<file path="src/hdl/rsi_pkg.sv">
package rsi_pkg;

  // Alphabet storage: sixteen byte-wide characters in two 64-bit registers
  localparam int unsigned ALPHA_CHARS = 16;
  localparam int unsigned IDX_W       = 4;
  localparam int unsigned LEN_W       = 5;
  localparam int unsigned CHAR_W      = 8;
  localparam int unsigned VALUE_W     = 32;
  localparam int unsigned STATUS_W    = 2;
  localparam int unsigned CFG_DATA_W  = 64;
  localparam int unsigned CFG_IDX_W   = 2;

  // Configuration register indexes
  localparam logic [CFG_IDX_W-1:0] CFG_BASE_CHARS_LOW  = 2'd0;
  localparam logic [CFG_IDX_W-1:0] CFG_BASE_CHARS_HIGH = 2'd1;
  localparam logic [CFG_IDX_W-1:0] CFG_BASE_LENGTH     = 2'd2;

  // Result status codes
  localparam logic [STATUS_W-1:0] STATUS_OK        = 2'd0;
  localparam logic [STATUS_W-1:0] STATUS_BAD_ALPHA = 2'd1;
  localparam logic [STATUS_W-1:0] STATUS_BAD_DIGIT = 2'd2;

  // Character codes
  localparam logic [CHAR_W-1:0] CHAR_MINUS = 8'h2D;
  localparam logic [CHAR_W-1:0] CHAR_PLUS  = 8'h2B;
  localparam logic [CHAR_W-1:0] CHAR_SPACE = 8'h20;
  localparam logic [CHAR_W-1:0] CHAR_TAB   = 8'h09;
  localparam logic [CHAR_W-1:0] CHAR_LF    = 8'h0A;
  localparam logic [CHAR_W-1:0] CHAR_VT    = 8'h0B;
  localparam logic [CHAR_W-1:0] CHAR_FF    = 8'h0C;
  localparam logic [CHAR_W-1:0] CHAR_CR    = 8'h0D;
  localparam logic [CHAR_W-1:0] CHAR_NUL   = 8'h00;

  // Digit lookup and alphabet check handed to the parser
  typedef struct packed {
    logic             found;
    logic [IDX_W-1:0] digit_idx;
    logic             alpha_bad;
  } lookup_t;

  function automatic logic is_space(input logic [CHAR_W-1:0] c);
    return (c == CHAR_SPACE) || (c == CHAR_TAB) || (c == CHAR_LF) ||
           (c == CHAR_VT) || (c == CHAR_FF) || (c == CHAR_CR);
  endfunction

endpackage

</file>
<file path="src/hdl/rsi_lookup.sv">
module rsi_lookup #(
  parameter int unsigned MAX_BASE_LENGTH = 16
) (
  input  logic [rsi_pkg::ALPHA_CHARS*rsi_pkg::CHAR_W-1:0] alphabet_i,
  input  logic [rsi_pkg::LEN_W-1:0]                       base_length_i,
  input  logic [rsi_pkg::LEN_W-1:0]                       radix_i,
  input  logic [rsi_pkg::CHAR_W-1:0]                      char_i,
  output rsi_pkg::lookup_t                                lookup_o
);

  localparam logic [rsi_pkg::LEN_W-1:0] MAX_LEN = rsi_pkg::LEN_W'(MAX_BASE_LENGTH);
  localparam logic [rsi_pkg::LEN_W-1:0] MIN_LEN = rsi_pkg::LEN_W'(2);

  logic [rsi_pkg::CHAR_W-1:0] chars [MAX_BASE_LENGTH];
  logic                       found;
  logic [rsi_pkg::IDX_W-1:0]  digit_idx;
  logic                       alpha_bad;

  // Split the alphabet into characters
  always_comb begin
    for (int k = 0; k < MAX_BASE_LENGTH; k++) begin
      chars[k] = alphabet_i[k*rsi_pkg::CHAR_W +: rsi_pkg::CHAR_W];
    end
  end

  // Match the character against the active alphabet, lowest index wins
  always_comb begin
    found     = 1'b0;
    digit_idx = '0;
    for (int k = MAX_BASE_LENGTH - 1; k >= 0; k--) begin
      if ((rsi_pkg::LEN_W'(k) < radix_i) && (chars[k] == char_i)) begin
        found     = 1'b1;
        digit_idx = rsi_pkg::IDX_W'(k);
      end
    end
  end

  // Check the alphabet: length range, forbidden characters, repeats
  always_comb begin
    alpha_bad = (base_length_i < MIN_LEN) || (base_length_i > MAX_LEN);
    for (int i = 0; i < MAX_BASE_LENGTH; i++) begin
      if (rsi_pkg::LEN_W'(i) < base_length_i) begin
        if ((chars[i] == rsi_pkg::CHAR_NUL) || rsi_pkg::is_space(chars[i])) begin
          alpha_bad = 1'b1;
        end
        for (int j = i + 1; j < MAX_BASE_LENGTH; j++) begin
          if ((rsi_pkg::LEN_W'(j) < base_length_i) && (chars[j] == chars[i])) begin
            alpha_bad = 1'b1;
          end
        end
      end
    end
  end

  assign lookup_o = '{found: found, digit_idx: digit_idx, alpha_bad: alpha_bad};

endmodule

</file>
<file path="src/hdl/rsi_parse.sv">
module rsi_parse (
  input  logic                          clk_i,
  input  logic                          rst_ni,
  input  logic                          fire_i,
  input  logic [rsi_pkg::CHAR_W-1:0]    char_i,
  input  logic                          term_i,
  input  logic [rsi_pkg::LEN_W-1:0]     radix_i,
  input  rsi_pkg::lookup_t              lookup_i,
  output logic [rsi_pkg::VALUE_W-1:0]   value_o,
  output logic [rsi_pkg::STATUS_W-1:0]  status_o
);

  logic                         in_digits_q, in_digits_d;
  logic                         negative_q, negative_d;
  logic                         bad_digit_q, bad_digit_d;
  logic [rsi_pkg::VALUE_W-1:0]  acc_q, acc_d;
  logic [rsi_pkg::VALUE_W-1:0]  product;
  logic                         is_prefix;

  assign is_prefix = !in_digits_q &&
                     (rsi_pkg::is_space(char_i) || (char_i == rsi_pkg::CHAR_PLUS) ||
                      (char_i == rsi_pkg::CHAR_MINUS));

  // Horner step: acc * radix + digit, wrapped to 32 bits
  assign product = acc_q * rsi_pkg::VALUE_W'(radix_i);

  // Result seen at a terminator
  always_comb begin
    value_o  = '0;
    status_o = rsi_pkg::STATUS_OK;
    if (lookup_i.alpha_bad) begin
      status_o = rsi_pkg::STATUS_BAD_ALPHA;
    end else if (bad_digit_q) begin
      status_o = rsi_pkg::STATUS_BAD_DIGIT;
    end else begin
      value_o = negative_q ? (rsi_pkg::VALUE_W'(0) - acc_q) : acc_q;
    end
  end

  // Advance the parse state for one transaction
  always_comb begin
    in_digits_d = in_digits_q;
    negative_d  = negative_q;
    bad_digit_d = bad_digit_q;
    acc_d       = acc_q;
    if (fire_i) begin
      if (term_i) begin
        in_digits_d = 1'b0;
        negative_d  = 1'b0;
        bad_digit_d = 1'b0;
        acc_d       = '0;
      end else if (is_prefix) begin
        if (char_i == rsi_pkg::CHAR_MINUS) begin
          negative_d = !negative_q;
        end
      end else begin
        in_digits_d = 1'b1;
        if (!lookup_i.found || (char_i == rsi_pkg::CHAR_NUL)) begin
          bad_digit_d = 1'b1;
        end else begin
          acc_d = product + rsi_pkg::VALUE_W'(lookup_i.digit_idx);
        end
      end
    end
  end

  always_ff @(posedge clk_i or negedge rst_ni) begin
    if (!rst_ni) begin
      in_digits_q <= 1'b0;
      negative_q  <= 1'b0;
      bad_digit_q <= 1'b0;
      acc_q       <= '0;
    end else begin
      in_digits_q <= in_digits_d;
      negative_q  <= negative_d;
      bad_digit_q <= bad_digit_d;
      acc_q       <= acc_d;
    end
  end

endmodule

</file>
<file path="src/hdl/radix_string_to_integer_top.sv">
// Result path: a terminator accepted into the input register loads the result
//   register when it drains from there, which raises out_valid_o.
// Throughput: one character per cycle; a terminator waits in the input
//   register only while an earlier result is still held on the output.
// Reset (rst_ni low, asynchronous): parse state, alphabet registers and
//   both valid flags clear to zero.
module radix_string_to_integer_top #(
  parameter int unsigned MAX_BASE_LENGTH = 16
) (
  input  logic                                 clk_i,
  input  logic                                 rst_ni,
  input  logic                                 cfg_we_i,
  input  logic [rsi_pkg::CFG_IDX_W-1:0]        cfg_index_i,
  input  logic [rsi_pkg::CFG_DATA_W-1:0]       cfg_wdata_i,
  input  logic                                 in_valid_i,
  output logic                                 in_ready_o,
  input  logic [rsi_pkg::CHAR_W-1:0]           char_code_i,
  input  logic                                 terminator_i,
  output logic                                 out_valid_o,
  input  logic                                 out_ready_i,
  output logic signed [rsi_pkg::VALUE_W-1:0]   value_o,
  output logic [rsi_pkg::STATUS_W-1:0]         status_o
);

  localparam logic [rsi_pkg::LEN_W-1:0] MAX_LEN = rsi_pkg::LEN_W'(MAX_BASE_LENGTH);

  logic [rsi_pkg::CFG_DATA_W-1:0] chars_low_q, chars_high_q;
  logic [rsi_pkg::LEN_W-1:0]      base_length_q;
  logic [rsi_pkg::LEN_W-1:0]      radix;

  logic                           s1_valid_q;
  logic [rsi_pkg::CHAR_W-1:0]     s1_char_q;
  logic                           s1_term_q;
  logic                           s1_fire;

  logic                           out_valid_q;
  logic [rsi_pkg::VALUE_W-1:0]    value_q;
  logic [rsi_pkg::STATUS_W-1:0]   status_q;

  rsi_pkg::lookup_t               lookup;
  logic [rsi_pkg::VALUE_W-1:0]    res_value;
  logic [rsi_pkg::STATUS_W-1:0]   res_status;

  // Configuration writes
  always_ff @(posedge clk_i or negedge rst_ni) begin
    if (!rst_ni) begin
      chars_low_q   <= '0;
      chars_high_q  <= '0;
      base_length_q <= '0;
    end else if (cfg_we_i) begin
      case (cfg_index_i)
        rsi_pkg::CFG_BASE_CHARS_LOW:  chars_low_q   <= cfg_wdata_i;
        rsi_pkg::CFG_BASE_CHARS_HIGH: chars_high_q  <= cfg_wdata_i;
        rsi_pkg::CFG_BASE_LENGTH:     base_length_q <= cfg_wdata_i[rsi_pkg::LEN_W-1:0];
        default: ;
      endcase
    end
  end

  // Clamp the radix to the supported alphabet size
  assign radix = (base_length_q > MAX_LEN) ? MAX_LEN : base_length_q;

  // Input register: drains unless a terminator meets a held result
  assign s1_fire    = s1_valid_q && (!s1_term_q || !out_valid_q || out_ready_i);
  assign in_ready_o = !s1_valid_q || s1_fire;

  always_ff @(posedge clk_i or negedge rst_ni) begin
    if (!rst_ni) begin
      s1_valid_q <= 1'b0;
    end else if (in_ready_o) begin
      s1_valid_q <= in_valid_i;
    end
  end

  always_ff @(posedge clk_i) begin
    if (in_ready_o && in_valid_i) begin
      s1_char_q <= char_code_i;
      s1_term_q <= terminator_i;
    end
  end

  rsi_lookup #(
    .MAX_BASE_LENGTH (MAX_BASE_LENGTH)
  ) u_lookup (
    .alphabet_i    ({chars_high_q, chars_low_q}),
    .base_length_i (base_length_q),
    .radix_i       (radix),
    .char_i        (s1_char_q),
    .lookup_o      (lookup)
  );

  rsi_parse u_parse (
    .clk_i    (clk_i),
    .rst_ni   (rst_ni),
    .fire_i   (s1_fire),
    .char_i   (s1_char_q),
    .term_i   (s1_term_q),
    .radix_i  (radix),
    .lookup_i (lookup),
    .value_o  (res_value),
    .status_o (res_status)
  );

  // Result register: load on terminator, drop once taken
  always_ff @(posedge clk_i or negedge rst_ni) begin
    if (!rst_ni) begin
      out_valid_q <= 1'b0;
    end else if (s1_fire && s1_term_q) begin
      out_valid_q <= 1'b1;
    end else if (out_ready_i) begin
      out_valid_q <= 1'b0;
    end
  end

  always_ff @(posedge clk_i) begin
    if (s1_fire && s1_term_q) begin
      value_q  <= res_value;
      status_q <= res_status;
    end
  end

  assign out_valid_o = out_valid_q;
  assign value_o     = value_q;
  assign status_o    = status_q;

endmodule

</file>
<file path="config.mk">
export PLATFORM = sky130hd
export DESIGN_NAME = radix_string_to_integer_top
export DESIGN_NICKNAME = d
export VERILOG_FILES = /design/src/hdl/rsi_pkg.sv /design/src/hdl/rsi_lookup.sv /design/src/hdl/rsi_parse.sv /design/src/hdl/radix_string_to_integer_top.sv
export SDC_FILE = /design/constraint.sdc
export NUM_CORES = 2
export LEC_CHECK = 0
export BUFFER_PORTS_ARGS = -buffer_cell sky130_fd_sc_hd__buf_2
export CORE_MARGIN = 1.5
export CORE_UTILIZATION = 36
export CTS_BUF_LIST = sky130_fd_sc_hd__clkbuf_4
export CTS_CLUSTER_DIAMETER = 200
export CTS_CLUSTER_SIZE = 25
export DETAILED_ROUTE_END_ITERATION = 7
export GPL_TIMING_DRIVEN = 0
export PLACE_DENSITY_LB_ADDON = 0.1
export REMOVE_ABC_BUFFERS = 1
export SLEW_MARGIN = 20
export SYNTH_ARGS = -nofsm -noshare
export SYNTH_HDL_FRONTEND = slang
export SYNTH_SLANG_ARGS = --single-unit
</file>
<file path="constraint.sdc">
create_clock -name clk_i -period 6.3 [get_ports clk_i]
set_clock_uncertainty 0.05 [all_clocks]
set_input_delay 0.315 -clock clk_i [delete_from_list [all_inputs] [get_ports clk_i]]
set_output_delay 0.315 -clock clk_i [all_outputs]
set_load 0.03 [all_outputs]
</file>
Word level (Yosys, flattened, before mapping). Index checks and enable logic that the tools add are counted.

Bits of input ports: 80. Register bits after elaboration: 213. Logic and storage cells: 778. Output and inout port bits: 36.

Mux-type cells: 200. Equality and inequality tests: 244. Multipliers: 1. $lt $le $gt $ge: 34. Reduce and logical (&&, ||, !) cells: 284. Add/sub/neg operators: 2.

Operator list (count): $eq A8 B8 Y1 (136); $eq A8 B4 Y1 const B (85); $mux W1 (178); $eq A8 B6 Y1 const B (19); $logic_and A1 B1 Y1 (140); $logic_not A8 Y1 (17); $mux W32 (4); $logic_or A1 B1 Y1 (108); $lt A4 B5 Y1 const A (16); $mux W4 (16); $lt A3 B5 Y1 const A (8); $add A32 B4 Y32 (1); $mul A32 B5 Y32 (1); $sub A1 B32 Y32 const A (1); $lt A1 B5 Y1 const A (4); $lt A2 B5 Y1 const A (4); $reduce_and A3 Y1 (3); $reduce_and A2 Y1 (4); $reduce_bool A2 Y1 (4); $logic_not A1 Y1 (6); $gt A5 B5 Y1 const B (1); $lt A5 B2 Y1 const B (1); $mux W5 (1); $ne A2 B2 Y1 const B (2); other kinds (5) (5).

Longest topological paths before layout.
Word-level depth: 160. Depth in mapped cells: 24. Mapped depth without buffers: 22.

Modules after synthesis. Synthesis repeated with hierarchy kept, for this count alone.

Cells, all modules: 3278. Area total of the unflattened synthesis: 29289.3 sq um.

By module, submodules not included: rsi_lookup (area each 15087.0 sq um, seq. area each 0.0 sq um, cells each 2011, instances 1); rsi_parse (area each 7423.4 sq um, seq. area each 875.8 sq um, cells each 926, instances 1); radix_string_to_integer_top (area each 6779.0 sq um, seq. area each 4669.5 sq um, cells each 341, instances 1).

Worst setup path after synthesis. Ideal clock, no wire load.

Path kind: reg-to-reg. Start point: register base_length_q[4] in the netlist's numbering. End point: register u_parse.acc_q[26] in the netlist's numbering. Period minus slack after synthesis: 5.635 ns. Data arrival time: 5.464 ns. Library setup time: 0.121 ns. Cell stages (with the launch flop): 21. Slack: 0.665 ns. Path buffers: 6. Required time: 6.129 ns. Cell sequence: dfrtp_1 buf_4 clkbuf_1 buf_2 buf_2 clkbuf_1 clkbuf_1 nand2_1 fa_1 inv_1 fa_1 fa_1 ha_1 nand3_1 or2_2 a2111oi_0 o2111ai_1 a31oi_1 o21ai_0 xnor2_1 a22o_1.

Cells in the longest elaborated chain, start to end: 24. Elaborated cells between the ends (all ways): 75. Classes of those cells: add/sub: 1; mul: 1; order compare: 17; eq/ne: 1; mux: 36; reduce/logical: 19.

Ends and longest elaborated chain: start: declaration (RTL line radix_string_to_integer_top.sv:28) `logic [rsi_pkg::LEN_W-1:0] base_length_q;`; start signal: assignment (RTL line radix_string_to_integer_top.sv:54) `rsi_pkg::CFG_BASE_LENGTH: base_length_q <= cfg_wdata_i[rsi_pkg::LEN_W-1:0];`; $gt A5 B5 Y1 (RTL line radix_string_to_integer_top.sv:61) `assign radix = (base_length_q > MAX_LEN) ? MAX_LEN : base_length_q;`; $mux W5 (*) (RTL line radix_string_to_integer_top.sv:61); $lt A4 B5 Y1 (RTL line rsi_lookup.sv:31) `if ((rsi_pkg::LEN_W'(k) < radix_i) && (chars[k] == char_i)) begin`; $logic_and A1 B1 Y1 (RTL line rsi_lookup.sv:31); $mux W4 / $mux W1 (equally long branches) (16 in a row) (RTL line rsi_lookup.sv:31); $add A32 B4 Y32 / $logic_not A1 Y1 (equally long branches) (RTL line rsi_parse.sv:61, rsi_parse.sv:58); $mux W32 / $logic_or A1 B1 Y1 (equally long branches) (RTL line rsi_parse.sv:58) `if (!lookup_i.found || (char_i == rsi_pkg::CHAR_NUL)) begin`; $mux W32 / $ne A2 B2 Y1 (equally long branches); $mux W32 / $reduce_and A3 Y1 (equally long branches); end signal: assignment (RTL line rsi_parse.sv:72) `acc_q <= '0;`; end signal: assignment (RTL line rsi_parse.sv:77) `acc_q <= acc_d;`; end: declaration (RTL line rsi_parse.sv:16) `logic [rsi_pkg::VALUE_W-1:0] acc_q, acc_d;`.

Every way passes the cells marked *; elsewhere a longest branch is shown, timed or not. The select of a mux whose other input is x is not followed. A chain may end at the register's enable or synchronous reset.

Worst setup path after layout.
Start point: register base_length_q[4] in the netlist's numbering. End point: register u_parse.acc_q[24] in the netlist's numbering.

The elaborated chain is that of the path after synthesis.

==> out/results.txt <==
The flow ran to the end, and the final reports show no timing, DRC or antenna violations. The synthesized design contains 43 enable-type register cells. Port buffering added 115 buffers.

For the number of sinks driven by the clock tree, the log shows 213. STA classifies the critical path startpoint as a register. The tools report the terminating pin of the worst hold path as s1_term_q. The worst setup path is of the register to register kind.

Summing the sequential cell areas from Yosys gives 19.6% of the chip area. The floorplan core area was 77600 sq um. Summed over all layers, the global routing overflow is 0. The run gives 0.90 ns as the clock network latency to the later pin of the worst-skew pair. The clock passes through at most 3 buffers. The tools report the net total in the final layout as 3303.

The detailed router's first-iteration violation count came out at 1894. Among all cell types in the netlist, the one instantiated most often is xnor2_1. The run gives 36.6% as the relative max-transition margin. Across all register-to-register paths, the minimum setup slack is 0.21 ns. VDD sags by at most 213 uV. In this run the worst path has a maximum fanout of 9.

The tools report the startpoint of the most critical register-to-register path as base_length_q[4]. Along the worst hold path, the cell count comes to 2. Global routing consumed, over all layers together, 27.6% of the routing resources. The fraction of layout instances using a drive strength above 1 was 17.7%; the number of pins with negative max-slew slack in the final report was 0. The async set-or-reset flop fraction in the synthesized netlist is 79.8%, and the count of final hold-check violations is 0. After legalization and detailed placement, the total HPWL measured 72100 um. The first global-routing pass estimated 168000 um of wire. The congestion estimate from routability-driven global placement came to 0.914. For this run, design rule violations remaining after detail routing come to 0. The deepest level of the CTS H-tree was 1. For the number of global-route vias before repair, the log shows 25051.

The post-layout instance count excluding filler cells is 4128. The run gives 0 as the synthesis warning total. The tightest hold path in the finished design has a slack of 0.144 ns. Type of element capturing the critical path: a register. The synthesized design contains 213 register bits. After synthesis, the most frequently instantiated cells are xnor2_1, xor2_1, buf_2.

For this configuration, the core starts out at a cell density of 36.4%. The worst hold path begins at terminator_i. The detail route stage leaves a number of antenna-violating nets equal to 0. The tools report the final setup violation count as 0. In this run the critical register-to-register path is captured at u_parse.acc_q[24]. The shortest period the worst path allows was 6.09 ns. For this block, the via count after detailed routing is 24202. Buffers inserted during clock tree synthesis total 12. The tools report the fmax as 164 MHz. The cell accounting for the most synthesized area was xnor2_1. After synthesis, the largest area contributor takes up 17.8% of total cell area. For this run, the detailed router's first-pass iteration total came to 7. Ranked by total cell area, the synthesized netlist is headed by xnor2_1, xor2_1, dfrtp_1. In this run the static leakage power is 11.6 nW. The top-level port count was 116.

The final routed wirelength across all metal layers came out at 113000 um. The netlist uses 76 different library cells. After detailed routing, the number of vias per cell comes to 5.86. The portion of the clock cycle consumed by the worst path in the final layout is 96.7%. The post-synthesis to final-layout area growth was 8.30%; the cell count after placement was 3985. Summing every instance area after synthesis gives 28300 sq um. The clock root buffer was clkbuf_4. Entering global routing, the biggest net connects 86 pins. The leading register cell type out of synthesis was dfrtp_1.

The die is 283 um tall. In the final routed layout, each cell accounts on average for 27.4 um. The width of the chip came out at 283 um. The required time reported for the critical path endpoint was 7.09 ns; the gate count of the mapped netlist was 3156.

The transition time at the pin with the least slew margin is 0.942 ns, and the depth of the worst register-to-register path is 20. After detailed placement, the total cell area comes to 29100 sq um. The run gives 4 as the number of antenna violations at the first check in global routing.

The post-route standard cell area excluding fillers is 30600 sq um. The number of max-capacitance violations reported was 0. The power density relative to cell area came out at 251 nW/um^2. TritonCTS built the clock tree. The number of rows created at floorplan is 102, and the arrival time at the worst endpoint is 6.88 ns. The clock-pin slew of the registers on the worst-case setup and hold paths is 0.30 ns, and the average footprint of a synthesized cell is 8.96 sq um. The die covers 80200 sq um. The class of the tightest hold or removal check was primary input to register. Setup repair after global routing could not meet its margin everywhere.
worst max-delay path by stage:
stage	cells past startpoint	to	from	slack (ns)
after floorplan	22	u_parse.acc_q[26]	base_length_q[4]	0.09
after global placement	18	u_parse.acc_q[26]	base_length_q[4]	-4.04
after detailed placement	18	u_parse.acc_q[26]	base_length_q[1]	-1.05
after CTS	21	u_parse.acc_q[26]	chars_low_q[54]	0.03
after global routing	20	u_parse.acc_q[24]	base_length_q[4]	-0.07
final	20	u_parse.acc_q[24]	base_length_q[4]	0.21
cell families (layout without fill, tap and decap cells):
| group | count (synthesis) | in the layout | synth area share [%] |
|---|---|---|---|
| xor+xnor | 1147 | 1147 | 35.5 |
| simple gates | 812 | 812 | 16.7 |
| buf+inv | 452 | 376 | 7.72 |
| compound gates | 252 | 252 | 6.32 |
| flops | 213 | 213 | 19.6 |
| fa+ha+maj | 149 | 149 | 8.88 |
| mux | 131 | 131 | 5.21 |
| other cells | 0 | 8 | 0 |
power breakdown:
group | switching [mW] | internal [mW]
sequential | 2.00 | 1.59
clock | 0.500 | 0.134
combinational | 1.60 | 1.88
metrics by stage:
stage          setup TNS [ns]  utilization [%]  power, mW  setup WS, ns
6_report                    0             39.5       7.69         0.207
5_1_grt                -0.152             39.4       8.08       -0.0735
4_1_cts                     0             39.0       7.57        0.0289
3_5_place_dp            -8.11             37.5       6.83         -1.05
3_3_place_gp          -424.96             36.5       6.50         -4.04
2_1_floorplan               0                -       5.16        0.0889
metal layers:
layer	share of wire (%)	wire (um)	vias to the layer above	track usage (%)
met5	0	0	-	0
met4	6.1	6890	0	15.3
met3	6.8	7670	369	3.72
met2	46	52600	1145	45.5
met1	41	46100	12180	34.7
li1	-	-	10508	-
area by class of cell:
class	count	area [sq um]
Clock inverter	2	15.0
Fill cell	7827	47000
Sequential cell	213	5720
Timing Repair Buffer	268	2290
Inverter	88	330
Clock buffer	18	135
Antenna cell	8	20.0
Tap cell	1040	1300
Multi-Input combinational cell	2491	20800
state kept, by name (all words and copies together), names as in the netlist:
register             cells
chars_high_q            64
chars_low_q             64
u_parse.acc_q           32
value_o                 32
s1_char_q                8
base_length_q            5
status_o                 2
out_valid_o              1
s1_term_q                1
s1_valid_q               1
u_parse.bad_digit_q      1
u_parse.in_digits_q      1
u_parse.negative_q       1
placed cells by master, fill, tap and decap left out, types with 9 or more instances in the layout:
| master | netlist | final |
|---|---|---|
| a21o_1 | 11 | 9 |
| a21oi_1 | 32 | 29 |
| a22o_1 | 25 | 25 |
| a31oi_1 | 31 | 29 |
| and2_1 | 66 | 66 |
| buf_12 | 0 | 10 |
| buf_2 | 261 | 114 |
| buf_4 | 32 | 32 |
| buf_8 | 0 | 13 |
| clkbuf_4 | 0 | 18 |
| dfrtp_1 | 170 | 36 |
| dfrtp_2 | 0 | 131 |
| dlygate4sd3_1 | 0 | 87 |
| edfxtp_1 | 43 | 43 |
| fa_1 | 86 | 86 |
| ha_1 | 63 | 63 |
| inv_1 | 88 | 88 |
| mux2_2 | 130 | 130 |
| nand2_1 | 142 | 142 |
| nand3_1 | 49 | 49 |
| nand3b_1 | 11 | 11 |
| nand4_1 | 155 | 155 |
| nor2_1 | 42 | 38 |
| nor3_1 | 97 | 95 |
| nor4_1 | 148 | 145 |
| nor4_2 | 27 | 29 |
| o21ai_0 | 49 | 48 |
| o22ai_1 | 12 | 12 |
| o31ai_1 | 16 | 14 |
| or3_1 | 20 | 19 |
| xnor2_1 | 576 | 576 |
| xor2_1 | 571 | 571 |
worst max-delay path: stages (launching register included):
cell and delay [ns]:
dfrtp_4 0.66, buf_4 0.20, nor4_1 0.40, nor2_2 0.28, and4b_1 0.32, nor4_2 0.34
a21oi_2 0.13, fa_1 0.56, ha_1 0.13, inv_1 0.05, fa_1 0.50, inv_1 0.05
ha_1 0.33, nor2b_1 0.17, o31ai_2 0.41, a2111oi_4 0.18, o2111ai_1 0.31, a31oi_2 0.19
o41ai_1 0.40, xnor2_1 0.13, a22o_1 0.21
repair_timing:
| action | in CTS | in global routing |
|---|---|---|
| hold buffers | 87 | 0 |
| endpoints found under the setup margin | 19 | 11 |
| buffers inserted | 6 | 22 |
| gates resized for setup | 17 | 21 |
| hold endpoints to repair | 324 | 0 |
| pin swaps | 1 | 2 |
No activity file was read; power rests on OpenSTA's default activity.
